**config.mk**
```make
export PLATFORM = sky130hd
export DESIGN_NAME = tlv_dictionary_stream_parser_core
export DESIGN_NICKNAME = d
export VERILOG_FILES = /design/src/rtl/core/tdsp_pkg.sv /design/src/rtl/core/tdsp_front.sv /design/src/rtl/core/tdsp_queue.sv /design/src/rtl/core/tdsp_back.sv /design/src/rtl/core/tlv_dictionary_stream_parser_core.sv
export SDC_FILE = /design/constraint.sdc
export NUM_CORES = 1
export LEC_CHECK = 0
export BUFFER_PORTS_ARGS = -buffer_cell sky130_fd_sc_hd__buf_2
export CAP_MARGIN = 20
export CORE_ASPECT_RATIO = 1.5
export CORE_MARGIN = 3
export CORE_UTILIZATION = 23
export DETAILED_ROUTE_END_ITERATION = 12
export GPL_TIMING_DRIVEN = 0
export PLACE_DENSITY_LB_ADDON = 0.08
export SLEW_MARGIN = 20
export SYNTH_ARGS = -nofsm -noshare
export SYNTH_HDL_FRONTEND = slang
export SYNTH_SLANG_ARGS = --single-unit
```
**constraint.sdc**
```tcl
create_clock -name clock -period 15.4 [get_ports clock]
set_input_delay 3.08 -clock clock [delete_from_list [all_inputs] [get_ports clock]]
set_output_delay 3.08 -clock clock [all_outputs]
set_load 0.01 [all_outputs]
```
**src/rtl/core/tdsp_pkg.sv**
```systemverilog
// Shared types and constants for the TLV dictionary stream parser.
// No dependencies; imported by every module of the parser.
`default_nettype none

package tdsp_pkg;

   // Configuration port
   localparam int CsrIndexBits = 4;
   localparam int CsrDataBits  = 16;
   localparam logic [CsrIndexBits-1:0] CSR_MAX_VERSION = 4'd0;
   localparam logic [CsrIndexBits-1:0] CSR_END_TYPE    = 4'd1;
   localparam logic [15:0] MAX_VERSION_RESET = 16'h0100;
   localparam logic [7:0]  END_TYPE_RESET    = 8'h00;

   // Queue between front and back
   localparam int QueueDepth   = 4;
   localparam int QueuePtrBits = 2;
   localparam int QueueCntBits = 3;

   // Byte roles
   localparam logic [2:0] ROLE_VERSION = 3'd0;
   localparam logic [2:0] ROLE_TYPE    = 3'd1;
   localparam logic [2:0] ROLE_KEY_LEN = 3'd2;
   localparam logic [2:0] ROLE_KEY     = 3'd3;
   localparam logic [2:0] ROLE_VAL_LEN = 3'd4;
   localparam logic [2:0] ROLE_VALUE   = 3'd5;
   localparam logic [2:0] ROLE_END     = 3'd6;

   // Error codes
   localparam logic [2:0] ERR_NONE        = 3'd0;
   localparam logic [2:0] ERR_BAD_VERSION = 3'd1;
   localparam logic [2:0] ERR_SHORT_HDR   = 3'd2;
   localparam logic [2:0] ERR_SHORT_TYPE  = 3'd3;
   localparam logic [2:0] ERR_SHORT_KLEN  = 3'd4;
   localparam logic [2:0] ERR_SHORT_KEY   = 3'd5;
   localparam logic [2:0] ERR_SHORT_VLEN  = 3'd6;
   localparam logic [2:0] ERR_SHORT_VALUE = 3'd7;

   // Parse phases
   typedef enum logic [2:0] {
      PH_VER0  = 3'd0,
      PH_VER1  = 3'd1,
      PH_TYPE  = 3'd2,
      PH_KLEN  = 3'd3,
      PH_KEY   = 3'd4,
      PH_VLEN  = 3'd5,
      PH_VALUE = 3'd6
   } phase_type;

   // Classified byte carried from front to back
   typedef struct packed {
      logic [7:0] data_byte;
      logic       stream_end;
      logic       is_end_code;
      logic       ver_bad;
   } entry_type;

   // Error for a stream that stops while the given phase is still due
   function automatic logic [2:0] short_code(input phase_type ph);
      logic [2:0] code;
      code = ERR_NONE;
      case (ph)
         PH_VER1:  code = ERR_SHORT_HDR;
         PH_TYPE:  code = ERR_SHORT_TYPE;
         PH_KLEN:  code = ERR_SHORT_KLEN;
         PH_KEY:   code = ERR_SHORT_KEY;
         PH_VLEN:  code = ERR_SHORT_VLEN;
         PH_VALUE: code = ERR_SHORT_VALUE;
         default:  code = ERR_NONE;
      endcase
      return code;
   endfunction

endpackage

`default_nettype wire

```
**src/rtl/core/tdsp_front.sv**
```systemverilog
// Front end: accepts input bytes and classifies them against the config.
// Depends on tdsp_pkg; feeds tdsp_queue.
`default_nettype none

module tdsp_front
   import tdsp_pkg::*;
(
   input  wire logic        req_valid,
   output logic             req_stall,
   input  wire logic [7:0]  req_data_byte,
   input  wire logic        req_stream_end,
   input  wire logic [15:0] max_version,
   input  wire logic [7:0]  end_type_code,
   input  wire logic        queue_full,
   output logic             push,
   output entry_type        push_entry
);

   // Hold off the source while the queue has no room
   assign req_stall = queue_full;
   assign push      = req_valid && !queue_full;

   // Precompute the end-marker match and the masked version check
   always_comb begin
      push_entry.data_byte   = req_data_byte;
      push_entry.stream_end  = req_stream_end;
      push_entry.is_end_code = (req_data_byte == end_type_code);
      push_entry.ver_bad     = ({req_data_byte, 8'h00} > max_version);
   end

endmodule

`default_nettype wire

```
**src/rtl/core/tdsp_queue.sv**
```systemverilog
// Short register queue between the classifier front and the parse back end.
// Depends on tdsp_pkg for the entry type and depth.
`default_nettype none

module tdsp_queue
   import tdsp_pkg::*;
(
   input  wire logic      clock,
   input  wire logic      reset,
   input  wire logic      push,
   input  wire entry_type push_entry,
   output logic           full,
   input  wire logic      pop,
   output logic           head_valid,
   output entry_type      head_entry
);

   entry_type                slot_ff [QueueDepth];
   logic [QueuePtrBits-1:0]  wr_ptr_ff, wr_ptr_in;
   logic [QueuePtrBits-1:0]  rd_ptr_ff, rd_ptr_in;
   logic [QueueCntBits-1:0]  count_ff, count_in;

   assign full       = (count_ff == QueueCntBits'(QueueDepth));
   assign head_valid = (count_ff != '0);
   assign head_entry = slot_ff[rd_ptr_ff];

   // Advance pointers and occupancy
   always_comb begin
      wr_ptr_in = push ? wr_ptr_ff + 1'b1 : wr_ptr_ff;
      rd_ptr_in = pop  ? rd_ptr_ff + 1'b1 : rd_ptr_ff;
      count_in  = count_ff;
      if (push && !pop) begin
         count_in = count_ff + 1'b1;
      end else if (pop && !push) begin
         count_in = count_ff - 1'b1;
      end
   end

   always_ff @(posedge clock) begin
      if (reset) begin
         wr_ptr_ff <= '0;
         rd_ptr_ff <= '0;
         count_ff  <= '0;
      end else begin
         wr_ptr_ff <= wr_ptr_in;
         rd_ptr_ff <= rd_ptr_in;
         count_ff  <= count_in;
      end
   end

   // Store the pushed transaction
   always_ff @(posedge clock) begin
      if (push) begin
         slot_ff[wr_ptr_ff] <= push_entry;
      end
   end

endmodule

`default_nettype wire

```
**src/rtl/core/tdsp_back.sv**
```systemverilog
// Back end: parse state machine and registered result stage.
// Depends on tdsp_pkg; consumes the head of tdsp_queue.
`default_nettype none

module tdsp_back
   import tdsp_pkg::*;
#(
   parameter int LENGTH_BITS = 32
) (
   input  wire logic      clock,
   input  wire logic      reset,
   input  wire logic      head_valid,
   input  wire entry_type head_entry,
   output logic           pop,
   output logic           rsp_valid,
   input  wire logic      rsp_stall,
   output logic [2:0]     rsp_byte_role,
   output logic [31:0]    rsp_field_position,
   output logic           rsp_field_last,
   output logic [7:0]     rsp_entry_type,
   output logic [31:0]    rsp_length_value,
   output logic [2:0]     rsp_error_code,
   output logic           rsp_dictionary_done
);

   localparam logic [31:0] LenLimit = 32'((33'd1 << LENGTH_BITS) - 33'd1);

   phase_type               phase_ff, phase_in, phase_step;
   logic [LENGTH_BITS-1:0]  pos_ff, pos_in;
   logic [LENGTH_BITS-1:0]  rem_ff, rem_in;
   logic [31:0]             acc_ff, acc_in;
   logic [7:0]              type_ff, type_in;

   logic                    valid_ff;
   logic [2:0]              role_ff, role_in;
   logic [31:0]             fpos_ff, fpos_in;
   logic                    last_ff, last_in;
   logic [7:0]              etype_ff, etype_in;
   logic [31:0]             lenv_ff, lenv_in;
   logic [2:0]              err_ff, err_in;
   logic                    done_ff, done_in;

   logic [1:0]              k;
   logic [31:0]             acc_base;
   logic [31:0]             acc_new;
   logic [31:0]             clamped;
   logic [LENGTH_BITS-1:0]  len_count;
   logic                    rem_last;
   logic [2:0]              base_err;

   // Take the next transaction when the result stage is free or draining
   assign pop = head_valid && (!valid_ff || !rsp_stall);

   // Assemble little-endian length and clamp it to the counter width
   always_comb begin
      k         = pos_ff[1:0];
      acc_base  = (k == 2'd0) ? 32'd0 : acc_ff;
      acc_new   = acc_base | (32'(head_entry.data_byte) << {k, 3'b000});
      clamped   = (acc_new > LenLimit) ? LenLimit : acc_new;
      len_count = clamped[LENGTH_BITS-1:0];
      rem_last  = (rem_ff == '0) || (rem_ff == LENGTH_BITS'(1));
   end

   // Next phase
   always_comb begin
      phase_step = PH_VER1;
      unique case (phase_ff)
         PH_VER0:  phase_step = PH_VER1;
         PH_VER1:  phase_step = head_entry.ver_bad ? PH_VER1 : PH_TYPE;
         PH_TYPE:  phase_step = head_entry.is_end_code ? PH_VER0 : PH_KLEN;
         PH_KLEN: begin
            if (k == 2'd3) begin
               phase_step = (len_count != '0) ? PH_KEY : PH_VLEN;
            end else begin
               phase_step = PH_KLEN;
            end
         end
         PH_VLEN: begin
            if (k == 2'd3) begin
               phase_step = (len_count != '0) ? PH_VALUE : PH_TYPE;
            end else begin
               phase_step = PH_VLEN;
            end
         end
         PH_KEY:   phase_step = rem_last ? PH_VLEN : PH_KEY;
         PH_VALUE: phase_step = rem_last ? PH_TYPE : PH_VALUE;
         default:  phase_step = PH_VER1;
      endcase
      // Restart the dictionary after any error
      phase_in = (err_in != ERR_NONE) ? PH_VER0 : phase_step;
   end

   // Result fields and counter updates
   always_comb begin
      role_in  = ROLE_VERSION;
      fpos_in  = 32'd0;
      last_in  = 1'b0;
      etype_in = 8'd0;
      lenv_in  = 32'd0;
      done_in  = 1'b0;
      base_err = ERR_NONE;
      pos_in   = pos_ff;
      rem_in   = rem_ff;
      acc_in   = acc_ff;
      type_in  = type_ff;
      unique case (phase_ff) inside
         PH_VER1: begin
            fpos_in  = 32'd1;
            last_in  = 1'b1;
            base_err = head_entry.ver_bad ? ERR_BAD_VERSION : ERR_NONE;
         end
         PH_TYPE: begin
            last_in  = 1'b1;
            etype_in = head_entry.data_byte;
            if (head_entry.is_end_code) begin
               role_in = ROLE_END;
               done_in = 1'b1;
            end else begin
               role_in = ROLE_TYPE;
               type_in = head_entry.data_byte;
               pos_in  = '0;
               acc_in  = 32'd0;
            end
         end
         PH_KLEN, PH_VLEN: begin
            role_in  = (phase_ff == PH_KLEN) ? ROLE_KEY_LEN : ROLE_VAL_LEN;
            fpos_in  = 32'(k);
            etype_in = type_ff;
            lenv_in  = acc_new;
            if (k == 2'd3) begin
               last_in = 1'b1;
               rem_in  = len_count;
               pos_in  = '0;
               acc_in  = 32'd0;
            end else begin
               pos_in  = LENGTH_BITS'(k) + LENGTH_BITS'(1);
               acc_in  = acc_new;
            end
         end
         PH_KEY, PH_VALUE: begin
            role_in  = (phase_ff == PH_KEY) ? ROLE_KEY : ROLE_VALUE;
            fpos_in  = 32'(pos_ff);
            etype_in = type_ff;
            if (rem_last) begin
               last_in = 1'b1;
               rem_in  = '0;
               pos_in  = '0;
            end else begin
               rem_in  = rem_ff - LENGTH_BITS'(1);
               pos_in  = pos_ff + LENGTH_BITS'(1);
            end
         end
         default: begin
            // First version byte; only the high byte enters the check
            role_in = ROLE_VERSION;
         end
      endcase

      // Flag a bad version, or a stream that stops before the dictionary is complete
      if (base_err != ERR_NONE) begin
         err_in = base_err;
      end else if (!done_in && head_entry.stream_end) begin
         err_in = short_code(phase_step);
      end else begin
         err_in = ERR_NONE;
      end

      if (err_in != ERR_NONE) begin
         pos_in = '0;
         rem_in = '0;
         acc_in = 32'd0;
      end
   end

   // Parse state
   always_ff @(posedge clock) begin
      if (reset) begin
         phase_ff <= PH_VER0;
         pos_ff   <= '0;
         rem_ff   <= '0;
         acc_ff   <= 32'd0;
         type_ff  <= 8'd0;
      end else if (pop) begin
         phase_ff <= phase_in;
         pos_ff   <= pos_in;
         rem_ff   <= rem_in;
         acc_ff   <= acc_in;
         type_ff  <= type_in;
      end
   end

   // Result register: load on pop, hold while stalled
   always_ff @(posedge clock) begin
      if (reset) begin
         valid_ff <= 1'b0;
      end else if (!valid_ff || !rsp_stall) begin
         valid_ff <= head_valid;
      end
   end

   always_ff @(posedge clock) begin
      if (pop) begin
         role_ff  <= role_in;
         fpos_ff  <= fpos_in;
         last_ff  <= last_in;
         etype_ff <= etype_in;
         lenv_ff  <= lenv_in;
         err_ff   <= err_in;
         done_ff  <= done_in;
      end
   end

   assign rsp_valid           = valid_ff;
   assign rsp_byte_role       = role_ff;
   assign rsp_field_position  = fpos_ff;
   assign rsp_field_last      = last_ff;
   assign rsp_entry_type      = etype_ff;
   assign rsp_length_value    = lenv_ff;
   assign rsp_error_code      = err_ff;
   assign rsp_dictionary_done = done_ff;

endmodule

`default_nettype wire

```
**src/rtl/core/tlv_dictionary_stream_parser_core.sv**
```systemverilog
// Top level of the TLV dictionary stream parser: config registers and wiring.
// Depends on tdsp_pkg, tdsp_front, tdsp_queue and tdsp_back.
`default_nettype none

// Parses a serialized variant dictionary one byte per transaction and returns
// one result per byte (role, position in field, field-last flag, entry type,
// assembled length, error code, end-marker flag). Throughput is one byte per
// clock while the result is not stalled: an accepted byte lands in the
// four-entry classification queue, and the parse stage loads it into the
// result register when that register is free. While the result is stalled
// the queue absorbs four more bytes, then req_stall rises. The parse stage's
// single 32-bit length assemble and clamp sets the critical path. LENGTH_BITS
// (8 to 32) is the width of the key/value byte counters; lengths above
// 2^LENGTH_BITS-1 saturate. Write the config registers (0: max_version,
// 1: end_type_code) only while no byte is in flight.
module tlv_dictionary_stream_parser_core
   import tdsp_pkg::*;
#(
   parameter int LENGTH_BITS = 32
) (
   input  wire logic                    clock,
   input  wire logic                    reset,
   input  wire logic                    req_valid,
   output logic                         req_stall,
   input  wire logic [7:0]              req_data_byte,
   input  wire logic                    req_stream_end,
   output logic                         rsp_valid,
   input  wire logic                    rsp_stall,
   output logic [2:0]                   rsp_byte_role,
   output logic [31:0]                  rsp_field_position,
   output logic                         rsp_field_last,
   output logic [7:0]                   rsp_entry_type,
   output logic [31:0]                  rsp_length_value,
   output logic [2:0]                   rsp_error_code,
   output logic                         rsp_dictionary_done,
   input  wire logic                    csr_valid,
   output logic                         csr_ready,
   input  wire logic [CsrIndexBits-1:0] csr_index,
   input  wire logic [CsrDataBits-1:0]  csr_wdata
);

   logic [15:0] max_version_ff;
   logic [7:0]  end_type_ff;
   logic        queue_full;
   logic        push;
   entry_type   push_entry;
   logic        pop;
   logic        head_valid;
   entry_type   head_entry;

   // Config writes are always accepted
   assign csr_ready = 1'b1;

   always_ff @(posedge clock) begin
      if (reset) begin
         max_version_ff <= MAX_VERSION_RESET;
         end_type_ff    <= END_TYPE_RESET;
      end else if (csr_valid && csr_ready) begin
         unique case (csr_index)
            CSR_MAX_VERSION: max_version_ff <= csr_wdata;
            CSR_END_TYPE:    end_type_ff    <= csr_wdata[7:0];
            default: begin
               // drop writes to unmapped indexes
            end
         endcase
      end
   end

   tdsp_front u_front (
      .req_valid      (req_valid),
      .req_stall      (req_stall),
      .req_data_byte  (req_data_byte),
      .req_stream_end (req_stream_end),
      .max_version    (max_version_ff),
      .end_type_code  (end_type_ff),
      .queue_full     (queue_full),
      .push           (push),
      .push_entry     (push_entry)
   );

   tdsp_queue u_queue (
      .clock      (clock),
      .reset      (reset),
      .push       (push),
      .push_entry (push_entry),
      .full       (queue_full),
      .pop        (pop),
      .head_valid (head_valid),
      .head_entry (head_entry)
   );

   tdsp_back #(
      .LENGTH_BITS (LENGTH_BITS)
   ) u_back (
      .clock               (clock),
      .reset               (reset),
      .head_valid          (head_valid),
      .head_entry          (head_entry),
      .pop                 (pop),
      .rsp_valid           (rsp_valid),
      .rsp_stall           (rsp_stall),
      .rsp_byte_role       (rsp_byte_role),
      .rsp_field_position  (rsp_field_position),
      .rsp_field_last      (rsp_field_last),
      .rsp_entry_type      (rsp_entry_type),
      .rsp_length_value    (rsp_length_value),
      .rsp_error_code      (rsp_error_code),
      .rsp_dictionary_done (rsp_dictionary_done)
   );

endmodule

`default_nettype wire
```
## Word level (Yosys, flattened, before mapping)

Memories as Yosys holds them, arrays and structs flattened. A register that Yosys moved wholly into a read port is not among the register bits.
Cells that the tools add are included.

| cells by class | value |
|---|---|
| add/subtract/negate cells | 7 |
| eq/ne operators | 19 |
| muxes and demuxes | 46 |
| shift-type cells | 1 |
| reductions and logical operators | 34 |
| order comparisons | 2 |
| bitwise logic cells | 2 |

Operator list:

| cell | count |
|---|---|
| $mux W32 | 11 |
| $pmux W32 S3 | 2 |
| $pmux W32 S2 | 2 |
| $mux W3 | 13 |
| $pmux W3 S6 | 2 |
| $add A32 B1 Y32 const B | 1 |
| $eq A32 B1 Y1 const B | 1 |
| $gt A32 B32 Y1 const B | 1 |
| $logic_not A32 Y1 | 1 |
| $or A32 B32 Y32 | 1 |
| $reduce_bool A32 Y1 | 1 |
| $shl A8 B5 Y32 | 1 |
| $sub A32 B1 Y32 const B | 1 |
| $eq A3 B3 Y1 const B | 7 |
| $gt A16 B16 Y1 | 1 |
| $pmux W8 S2 | 1 |
| $reduce_bool A3 Y1 | 5 |
| $eq A3 B2 Y1 const B | 4 |
| $reduce_and A3 Y1 | 4 |
| $mux W1 | 9 |
| $pmux W3 S3 | 1 |
| $eq A8 B8 Y1 | 1 |
| $mux W2 | 4 |
| $eq A3 B1 Y1 const B | 2 |
| other kinds (20) | 34 |

| word-level totals | value |
|---|---|
| memories kept | 1 |
| bits in writable memories | 44 |
| output and inout bits | 83 |
| register bits after elaboration | 219 |

Memories:

| memory | words | bits a word | rd ports | clocked after Yosys merged registers in | write ports | line | source |
|---|---|---|---|---|---|---|---|
| u_queue.slot_ff | 4 | 11 | 1 | 1 | 1 | tdsp_queue.sv:18 | `entry_type slot_ff [QueueDepth];` |

## Depth between registers and ports, before layout

Gate-level depths: netlist of run 1.

| logic depth | value |
|---|---|
| word-level depth | 16 |
| mapped depth | 21 |
| gate-level depth less buffers | 17 |

## Cells and area by module

Synthesis of run 1 repeated with hierarchy kept, for this count alone.

| unflattened totals | value |
|---|---|
| cells, all modules | 1204 |
| area total of the unflattened synthesis | 12670.9 um^2 |

Modules (own cells, without submodules):

| module | cells each | area each (um^2) | sequential area each (um^2) | instances |
|---|---|---|---|---|
| tdsp_back | 951 | 9186.3 | 4564.4 | 1 |
| tdsp_queue | 101 | 2019.4 | 1501.4 | 1 |
| tlv_dictionary_stream_parser_core | 99 | 1063.5 | 480.5 | 1 |
| tdsp_front | 53 | 401.6 | 0.0 | 1 |

## Worst setup path before layout of run 1

Ideal clock, no wire load.

| timing | value |
|---|---|
| path kind | input to register |
| start | input port rsp_stall |
| end | register u_back.acc_ff[20] |
| setup time | 65 ps |
| data required time | 15335 ps |
| path buffers | 3 |
| setup slack | 8090 ps |
| arrival time | 7245 ps |
| cell stages on the path | 10 |
| cells stage by stage | a21o_1 inv_1 clkbuf_1 o211ai_1 o21bai_2 or4_1 buf_4 buf_6 a2bb2oi_1 nor2_1 |

| between the ends | value |
|---|---|
| longest elaborated chain between the ends | 4 |

RTL lines:

| element | line | source |
|---|---|---|
| start, declared | tlv_dictionary_stream_parser_core.sv:28 | `input wire logic rsp_stall,` |
| $logic_not A1 Y1 | tdsp_back.sv:52 | `assign pop = head_valid && (!valid_ff \|\| !rsp_stall);` |
| $logic_or A1 B1 Y1 | tdsp_back.sv:52 |  |
| $logic_and A1 B1 Y1 | tdsp_back.sv:52 |  |
| net pop | tlv_dictionary_stream_parser_core.sv:47 | `logic pop;` |
| $reduce_and A3 Y1 (no line) | n/a |  |
| end signal, assigned | tdsp_back.sv:187 | `acc_ff <= acc_in;` |
| end, declared | tdsp_back.sv:31 | `logic [31:0] acc_ff, acc_in;` |

The timed path passes the listed nets, and every way through them passes these cells.
A chain may end at the register's enable or synchronous reset.

==> metrics.md, run 1 <==
| Metric | Value |
|---|---|
| Layout Utilization | 0.283 |
| Worst-path clk slew | about 0.070 ns |
| Die area | between 0.05 and 0.06 mm^2 |
| Vias/cell | roughly 4.7 |
| Period utilization | 0.363 |
| Final instance area | between 0.01 and 0.015 mm^2 |
| Critical path class | flip-flop to flip-flop |
| Commonest non-fill, non-tap cell in the layout | nor2_1 |
| Setup crit end kind | flip-flop |
| IO Pins | between 100 and 150 |
| Synth Flop Type | dfxtp_1 |
| Post-synth cell types | 64 |
| Status | finished, final reports clean |
| Placed insts | around 2,000 |
| Root Driver | clkbuf_16 |
| Crit-path cells | clkbuf_1, mux4_2, a22oi_1, o211ai_1, nor3_1, and3b_1, a311oi_1, inv_1, ha_1, nand2b_1, nor2_1, o211a_1, a211oi_2, buf_2, buf_1, nor2_1, a21oi_1, mux2i_1 |
| Pleak | approximately 5.3 nW |
| Design Power | 2.28 mW |
| Placed cell area | around 0.014 mm^2 |
| Post-CTS Resized | 0 |
| Max Cap Violations | 0 |
| Warnings, synthesis | 0 |
| HPWL after DPL | approximately 31 mm |
| First-pass GRT wire length | about 65 mm |
| Total track usage | 0.150 |
| Longest Clk Path Bufs | 3 |
| FF-to-FF setup slack | roughly 9.8 ns |
| Finished Layout Cells | roughly 2,100 |
| CTS H-tree depth | 1 |
| Initial DRC count | approximately 530 |
| Grt total ovfl | 0 |
| Number of port buffers | between 100 and 150 |
| Slew Viols, Final | 0 |
| Die Y | 288 um |
| Slowest CP cell | mux4_2 |
| Number of placement rows | 102 |
| Routed Antenna Nets | 0 |
| Fillers | 5,564 |
| Worst Hold Launch | u_back.pos_ff[31]$_SDFFE_PP0P_ |
| Post-Synthesis Cell Area | ~0.012 mm^2 |
| Die W | a little under 200 um |
| Post-Syn Instances | about 1,200 |
| Min-Delay Endpoint | u_back.pos_ff[31]$_SDFFE_PP0P_ |
| Maximum VDD drop | 0.0728 mV |
| Clock skew | 0.0232 ns |
| CP max stage delay | roughly 0.64 ns |
| Pin count of the biggest net entering global routing | 47 |
| Avg WL per Cell | slightly above 20 um |
| RSZ-0062 raised after global routing | no |
| # DRC | 0 |
| Avg Cell Area, Syn | 9.92 um^2 |
| Synthesis-stage register bit count | approximately 270 |
| DR pass1 iterations | 5 |
| Data arrival, critical path | 6.04 ns |
| Final WL | roughly 43 mm |
| Power per cell area | around 150 mW/mm^2 |
| EDFF count, synth | about 120 |
| Setup TNS | 0 ns |
| Final hold vios | 0 |
| Hold depth | 1 |
| Initial antenna violation count | 0 |
| Worst skew pair latency | ~0.59 ns |
| Kind of cell adding the most delay to the critical path | buffers and inverters |
| Share of synthesized registers carrying an async set or reset | 0 |
| Reg2Reg Depth | 18 |
| Num CTS Buffers | 30 |
| Cell mode on critical path | nor2_1 |
| RD Place Congestion | ~0.83 |
| CP bufs+invs | 4 |
| Sequential share of the synthesized area | 0.535 |
| CTS Sinks | 265 |
| Layout Nets | 1,440 |
| Final setup viols | 0 |
| Relative slew slack | 0.247 |
| Via count | roughly 9,900 |
| CTS tree | yes |
| Required time of the critical path | roughly 16 ns |
| Worst r2r dst | u_back.pos_ff[20]$_SDFFE_PP0P_ |
| Layout area overhead | 20.4% |
| Worst setup margin | ~9.8 ns |
| Initial Utilization | 0.235 |
| Post-placement setup slack | ~9.5 ns |
| Worst Path Max Fanout | 10 |
| Hold_buf cts | 0 |
| Share of layout cells above drive strength 1 | 0.146 |
| Worst hold margin | about 0.45 ns |
| Post-CTS setup buffers | 0 |
| Period minus WS final | between 5 and 6 ns |
| ANT cells | 0 |
| Post-Syn Nets | approximately 1,300 |
| CP Launch Type | flip-flop |
| Highest Clock Rate | ~180 MHz |
| Slew @ Worst Pin | ~1.1 ns |
| Most frequent cells in the layout | nor2_1 (167), dfxtp_1 (141), buf_2 (125) |
| Vias in the first global route | a little over 10,000 |
| Worst Hold Class | flip-flop to flip-flop |
| Core Area | roughly 0.052 mm^2 |
area by class of cell:
| class | count | area (um^2) | share of cell area |
|---|---|---|---|
| Sequential cell | 265 | 6550 | 0.445 |
| Multi-Input combinational cell | 860 | 5260 | 0.357 |
| Tap cell | 676 | 846 | 0.0575 |
| Clock buffer | 36 | 793 | 0.0539 |
| Timing Repair Buffer | 118 | 631 | 0.0428 |
| Buffer | 80 | 339 | 0.0230 |
| Clock inverter | 20 | 203 | 0.0138 |
| Inverter | 28 | 105 | 0.00714 |
logic make-up (layout without fill, tap and decap cells):
| family | count (synthesis) | count (layout) | share of synthesized area |
|---|---|---|---|
| other | 1 | 1 | 0.000307 |
| buffers and inverters | 108 | 282 | 0.0360 |
| AOI/OAI and AO/OA | 289 | 289 | 0.154 |
| xor gates and xnor gates | 41 | 41 | 0.0294 |
| DFF | 265 | 265 | 0.535 |
| adders and majority gates | 23 | 23 | 0.0241 |
| muxes | 32 | 32 | 0.0374 |
| and+or+nand+nor | 474 | 474 | 0.183 |
where the power goes:
part / leakage (nW) / switching [mW] / internal, mW
Clock: 0.478 / 0.318 / 0.419
Combinational: 2.47 / 0.440 / 0.182
Sequential: 2.36 / 0.0392 / 0.882
how the worst max path moves through the flow:
stage / slack (ns) / to / cells after the start / from
3_5_place_dp: 9.47 / u_back.acc_ff[16]$_SDFFE_PP0P_ / 10 / rsp_stall
4_1_cts: 9.72 / u_back.pos_ff[20]$_SDFFE_PP0P_ / 18 / flip-flop
3_3_place_gp: 5.83 / u_back.acc_ff[18]$_SDFFE_PP0P_ / 9 / rsp_stall
6_report: 9.82 / u_back.pos_ff[20]$_SDFFE_PP0P_ / 18 / flip-flop
2_1_floorplan: 8.09 / u_back.acc_ff[20]$_SDFFE_PP0P_ / 10 / rsp_stall
5_1_grt: 9.32 / u_back.pos_ff[20]$_SDFFE_PP0P_ / 18 / flip-flop
sequential cells by signal, indices dropped and copies added, names as in the netlist, 8 cells and up, named ones only:
| signal | count |
|---|---|
| max_version_ff | 16 |
| u_back.rem_ff | 32 |
| end_type_ff | 8 |
| u_back.pos_ff | 32 |
| u_back.acc_ff | 32 |
| u_queue.slot_ff | 44 |
| u_back.rsp_field_position | 32 |
| u_back.rsp_length_value | 32 |
| u_back.type_ff | 8 |
| u_back.rsp_entry_type | 8 |
worst register-to-register path: cells and delay by family, from the launching register on:
kind	cells	cell delay, ns
AO/OA/AOI/OAI	6	1.40
multiplexers	2	0.73
flip-flops	1	0.35
buffers and inverters	4	1.52
adder cells (fa/ha/maj)	1	0.29
AND/OR/NAND/NOR	5	1.17
synth_stat cells, types with 23 or more instances:
library cell,number,share of area
nor2_1,167,0.051
dfxtp_1,141,0.23
edfxtp_1,124,0.30
nand2_1,109,0.033
o21ai_0,70,0.029
a22oi_1,65,0.040
clkbuf_1,62,0.019
a21oi_1,49,0.020
nor3_1,42,0.017
and2_1,37,0.019
a2bb2oi_1,29,0.021
inv_1,27,0.0083
nor4_1,25,0.013
xnor2_1,23,0.016
per-layer routing:
layer	GRT usage	vias up	wire, um
met2	0.285	241	22500
met3	0.0186	63	1620
met4	0.0525	0	1440
li1	-	4790	-
met1	0.172	4774	17000
met5	0	-	0
Power figures use the tool's default switching activity.
==> run 2: changes to the inputs <==
--- a/config.mk
+++ b/config.mk
@@ -5,6 +5,7 @@
 export SDC_FILE = /design/constraint.sdc
 export NUM_CORES = 1
 export LEC_CHECK = 0
+export ABC_AREA = 1
 export BUFFER_PORTS_ARGS = -buffer_cell sky130_fd_sc_hd__buf_2
 export CAP_MARGIN = 20
 export CORE_ASPECT_RATIO = 1.5
==> constraint.sdc (replaced) <==
create_clock -name clock -period 5.35 [get_ports clock]
set_input_delay 1.07 -clock clock [delete_from_list [all_inputs] [get_ports clock]]
set_output_delay 1.07 -clock clock [all_outputs]
set_load 0.01 [all_outputs]
==> run 2 against run 1 <==
Net effect:
- clock power rose to 2.9 times the previous value
- cell area rose by 11%
- routed wire length grew 17%
- maximum frequency increased by 14%
- sequential cell count did not move
- largest cell class unchanged
- sequential share of layout area fell by 4.4 points
- critical path depth increased by 9
- non-clock buffer count up 11
==> metrics.md, run 2 <==
| Metric | Value |
|---|---|
| Critical path class | flip-flop to flip-flop |
| CTS tree | yes |
| Die area | 0.0626 mm^2 (+12%) |
| Fillers | 6,554 (+18%) |
| Clock skew | 0.0190 ns (-0.00420 ns) |
| Pin count of the biggest net entering global routing | 35 (-26%) |
| Period utilization | 0.915 (+0.552) |
| Slowest CP cell | dfxtp_1 |
| Period minus WS final | 4.89 ns (-0.691 ns) |
| CTS Sinks | 265 (unchanged) |
| CP Launch Type | flip-flop |
| Leading cell types by count after synthesis | nand2_1 (356), nor2_1 (340), inv_1 (177) |
| Required time of the critical path | 5.81 ns (-10.04 ns) |
| Root Driver | clkbuf_16 |
| Most frequent cells in the layout | nand2_1 (356), nor2_1 (336), inv_1 (177) |
| Met2 wire len | 27.0 mm (+20%) |
| Cell mode on critical path | nand2_1 |
| Data arrival, critical path | 5.35 ns (-0.69 ns) |
| IO Pins | 117 (unchanged) |
| Post-Synthesis Cell Area | 0.0137 mm^2 (+12%) |
| Pleak | 6.69 nW (+26%) |
| Highest Clock Rate | 204 MHz (+14%) |
| Total track usage | 0.157 (+0.00739) |
| Ranking of synthesized cells by area | edfxtp_1 (27%), dfxtp_1 (21%), nand2_1 (9.7%) |
| Placed cell area | 0.0153 mm^2 (+12%) |
| Top layer reached by signal wires | met4 |
| # DRC | 0 (unchanged) |
| Worst r2r src | u_back.pos_ff[1]$_SDFFE_PP0P_ |
| Core Area | 0.0589 mm^2 (+13%) |
| Dominant cell type by area after synthesis | edfxtp_1 |
| FF-to-FF setup slack | 0.46 ns (-9.36 ns) |
| Post-Syn Nets | 1,839 (+43%) |
| Initial antenna violation count | 0 (unchanged) |
| ANT cells | 0 (unchanged) |
| Final hold vios | 0 (unchanged) |
| Vias in the first global route | 12,192 (+21%) |
| Grt total ovfl | 0 (unchanged) |
| Worst-path clk slew | 0.06 ns (about the same) |
| Reg2Reg Depth | 27 (+9) |
| Slew Viols, Final | 0 (unchanged) |
| Synthesis-stage register bit count | 265 (unchanged) |
| Worst Hold Class | flip-flop to flip-flop |
| Top-area cell type share of the netlist area | 0.272 (-0.0329) |
| Relative slew slack | 0.316 (+0.0689) |
| RD Place Congestion | 0.825 (-0.82%) |
| Power per cell area | 610 mW/mm^2 (+290%) |
| EDFF count, synth | 124 (unchanged) |
| Worst Hold Launch | max_version_ff[6]$_SDFFE_PP0P_ |
| Worst Path Max Fanout | 10 (unchanged) |
| Commonest non-fill, non-tap cell in the layout | nand2_1 |
| Via count | 12,078 (+22%) |
| Num CTS Buffers | 31 (+3.3%) |
| Routed Antenna Nets | 0 (unchanged) |
| FF+latch area | 0.00655 mm^2 (unchanged) |
| Post-Syn Instances | 1,782 (+45%) |
| Setup crit end kind | flip-flop |
| HPWL after DPL | 38.2 mm (+22%) |
| Vias/cell | 4.42 (-6.7%) |
| Worst skew pair latency | 0.57 ns (-0.02 ns) |
| Layout Nets | 1,988 (+38%) |
| Biggest register | u_queue.slot_ff |
| DR pass1 iterations | 5 (unchanged) |
| Max FFs per register | 44 (unchanged) |
| First-pass GRT wire length | 75.4 mm (+17%) |
| Post-synth cell types | 45 (-30%) |
| Die Y | 305 um (+5.8%) |
| Share of synthesized registers carrying an async set or reset | 0 (unchanged) |
| Initial DRC count | 611 (+16%) |
| Layout area overhead | 19.2% |
| Warnings, synthesis | 0 (unchanged) |
| Min-Delay Endpoint | max_version_ff[6]$_SDFFE_PP0P_ |
| Final instance area | 0.0163 mm^2 (+11%) |
| Worst r2r dst | u_back.acc_ff[24]$_SDFFE_PP0P_ |
| Number of placement rows | 109 (+6.9%) |
| WL met1 | 19.7 mm (+16%) |
| Multi-input logic area | 0.00602 mm^2 (+15%) |
| Final setup viols | 0 (unchanged) |
| Sequential share of the synthesized area | 0.478 (-0.0578) |
| Avg WL per Cell | 18.3 um (-11%) |
| RSZ-0062 raised after global routing | no |
| Final WL | 49.9 mm (+17%) |
| Status | finished, final reports clean |
| Avg Cell Area, Syn | 7.69 um^2 (-22%) |
| Share of layout cells above drive strength 1 | 0.124 (-0.0214) |
| Hold depth | 2 (+1) |
| Max Cap Violations | 0 (unchanged) |
| CTS H-tree depth | 1 (unchanged) |
| DR WL met3 | 1.83 mm (+13%) |
| Initial Utilization | 0.233 (-0.00217) |
| Longest Clk Path Bufs | 3 (unchanged) |
| Slew @ Worst Pin | 1.02 ns (-0.101 ns) |
| Setup TNS | 0 ns (unchanged) |
| Maximum VDD drop | 0.318 mV (+340%) |
| Most frequent cell after synthesis | nand2_1 |
| CP max stage delay | 0.32 ns (-0.32 ns) |
| Synth Flop Type | dfxtp_1 |
| Die W | 205 um (+5.7%) |
| Number of port buffers | 115 (+0.88%) |
run 2: cell count changes after synthesis, moves of 23 or more:
cell | previous run | this run
nand2_1 | 109 | 356
nor2_1 | 167 | 340
inv_1 | 27 | 177
nand3_1 | 21 | 121
a21oi_1 | 49 | 131
a22oi_1 | 65 | 3
and2_1 | 37 | 0
xor2_1 | 18 | 49
a2bb2oi_1 | 29 | 2
nand4_1 | 15 | 38
o21ai_0 | 70 | 47
run 2: logic make-up (layout without fill, tap and decap cells):
logic type,count (synthesis),after routing,synth area share
xor gates and xnor gates,59,59,0.0377
adders and majority gates,23,23,0.0215
and+or+nand+nor,935,935,0.291
DFF,265,265,0.478
buffers and inverters,280,453,0.0847
other,1,1,0.000274
AOI/OAI and AO/OA,219,219,0.0871
run 2: metrics by stage:
stage	utilization	cells	hold slack, ns	total power [mW]	worst slack, ns
after floorplan	-	1782	0.429	6.20	0.673
after global placement	0.259	2674	0.447	7.89	-1.89
after detailed placement	0.260	2676	0.451	7.92	-0.0295
after CTS	0.277	2732	0.460	10.1	0.0686
after global routing	0.277	2732	0.473	10.8	0.0470
final	0.277	2732	0.460	9.97	0.457
run 2: cell type report:
| type | instances | share of cell area |
|---|---|---|
| buffer | 92 | 0.0289 |
| clock buffer | 39 | 0.0505 |
| clock inverter | 18 | 0.0116 |
| inverter | 187 | 0.0429 |
| multi-input combinational | 1237 | 0.368 |
| sequential | 265 | 0.401 |
| tap | 777 | 0.0595 |
| timing repair buffer | 117 | 0.0377 |
run 2: worst max-delay path by stage:
stage                                  start                              to  cells after the start
2_1_floorplan                      rsp_stall  u_back.rem_ff[29]$_SDFFE_PP0P_                      8
3_3_place_gp                       rsp_stall  u_back.rem_ff[20]$_SDFFE_PP0P_                     10
3_5_place_dp   u_back.pos_ff[0]$_SDFFE_PP0P_  u_back.rem_ff[15]$_SDFFE_PP0P_                     27
4_1_cts        u_back.pos_ff[1]$_SDFFE_PP0P_  u_back.rem_ff[15]$_SDFFE_PP0P_                     28
5_1_grt        u_back.pos_ff[1]$_SDFFE_PP0P_  u_back.acc_ff[27]$_SDFFE_PP0P_                     27
6_report       u_back.pos_ff[1]$_SDFFE_PP0P_  u_back.acc_ff[24]$_SDFFE_PP0P_                     27
run 2: worst max-delay path, delay by kind of cell, from the launching register on:
family,cells,cell delay [ns]
and+or+nand+nor,14,1.83
buffers and inverters,8,1.61
AOI/OAI and AO/OA,3,0.58
adders and majority gates,2,0.41
DFF,1,0.32
run 2: routing by layer:
| metal | up-vias | track usage |
|---|---|---|
| met2 | 214 | 0.305 |
| met3 | 59 | 0.0200 |
| met1 | 5690 | 0.176 |
| met5 | - | 0 |
| li1 | 6115 | - |
| met4 | 0 | 0.0444 |
run 2: timing repair:
action | 4_1_cts | 5_1_grt
setup buffers | 0 | 0
hold buffers | 0 | 0
resized for setup | 0 | 9
setup endpoints to repair | 20 | 89
run 2: where the power goes:
part	total [mW]	switching (mW)	leakage [nW]	internal, mW
Combinational	4.77	3.31	3.84	1.45
Sequential	3.05	0.270	2.38	2.78
Clock	2.16	0.921	0.468	1.24
Total	9.97	4.51	6.69	5.47
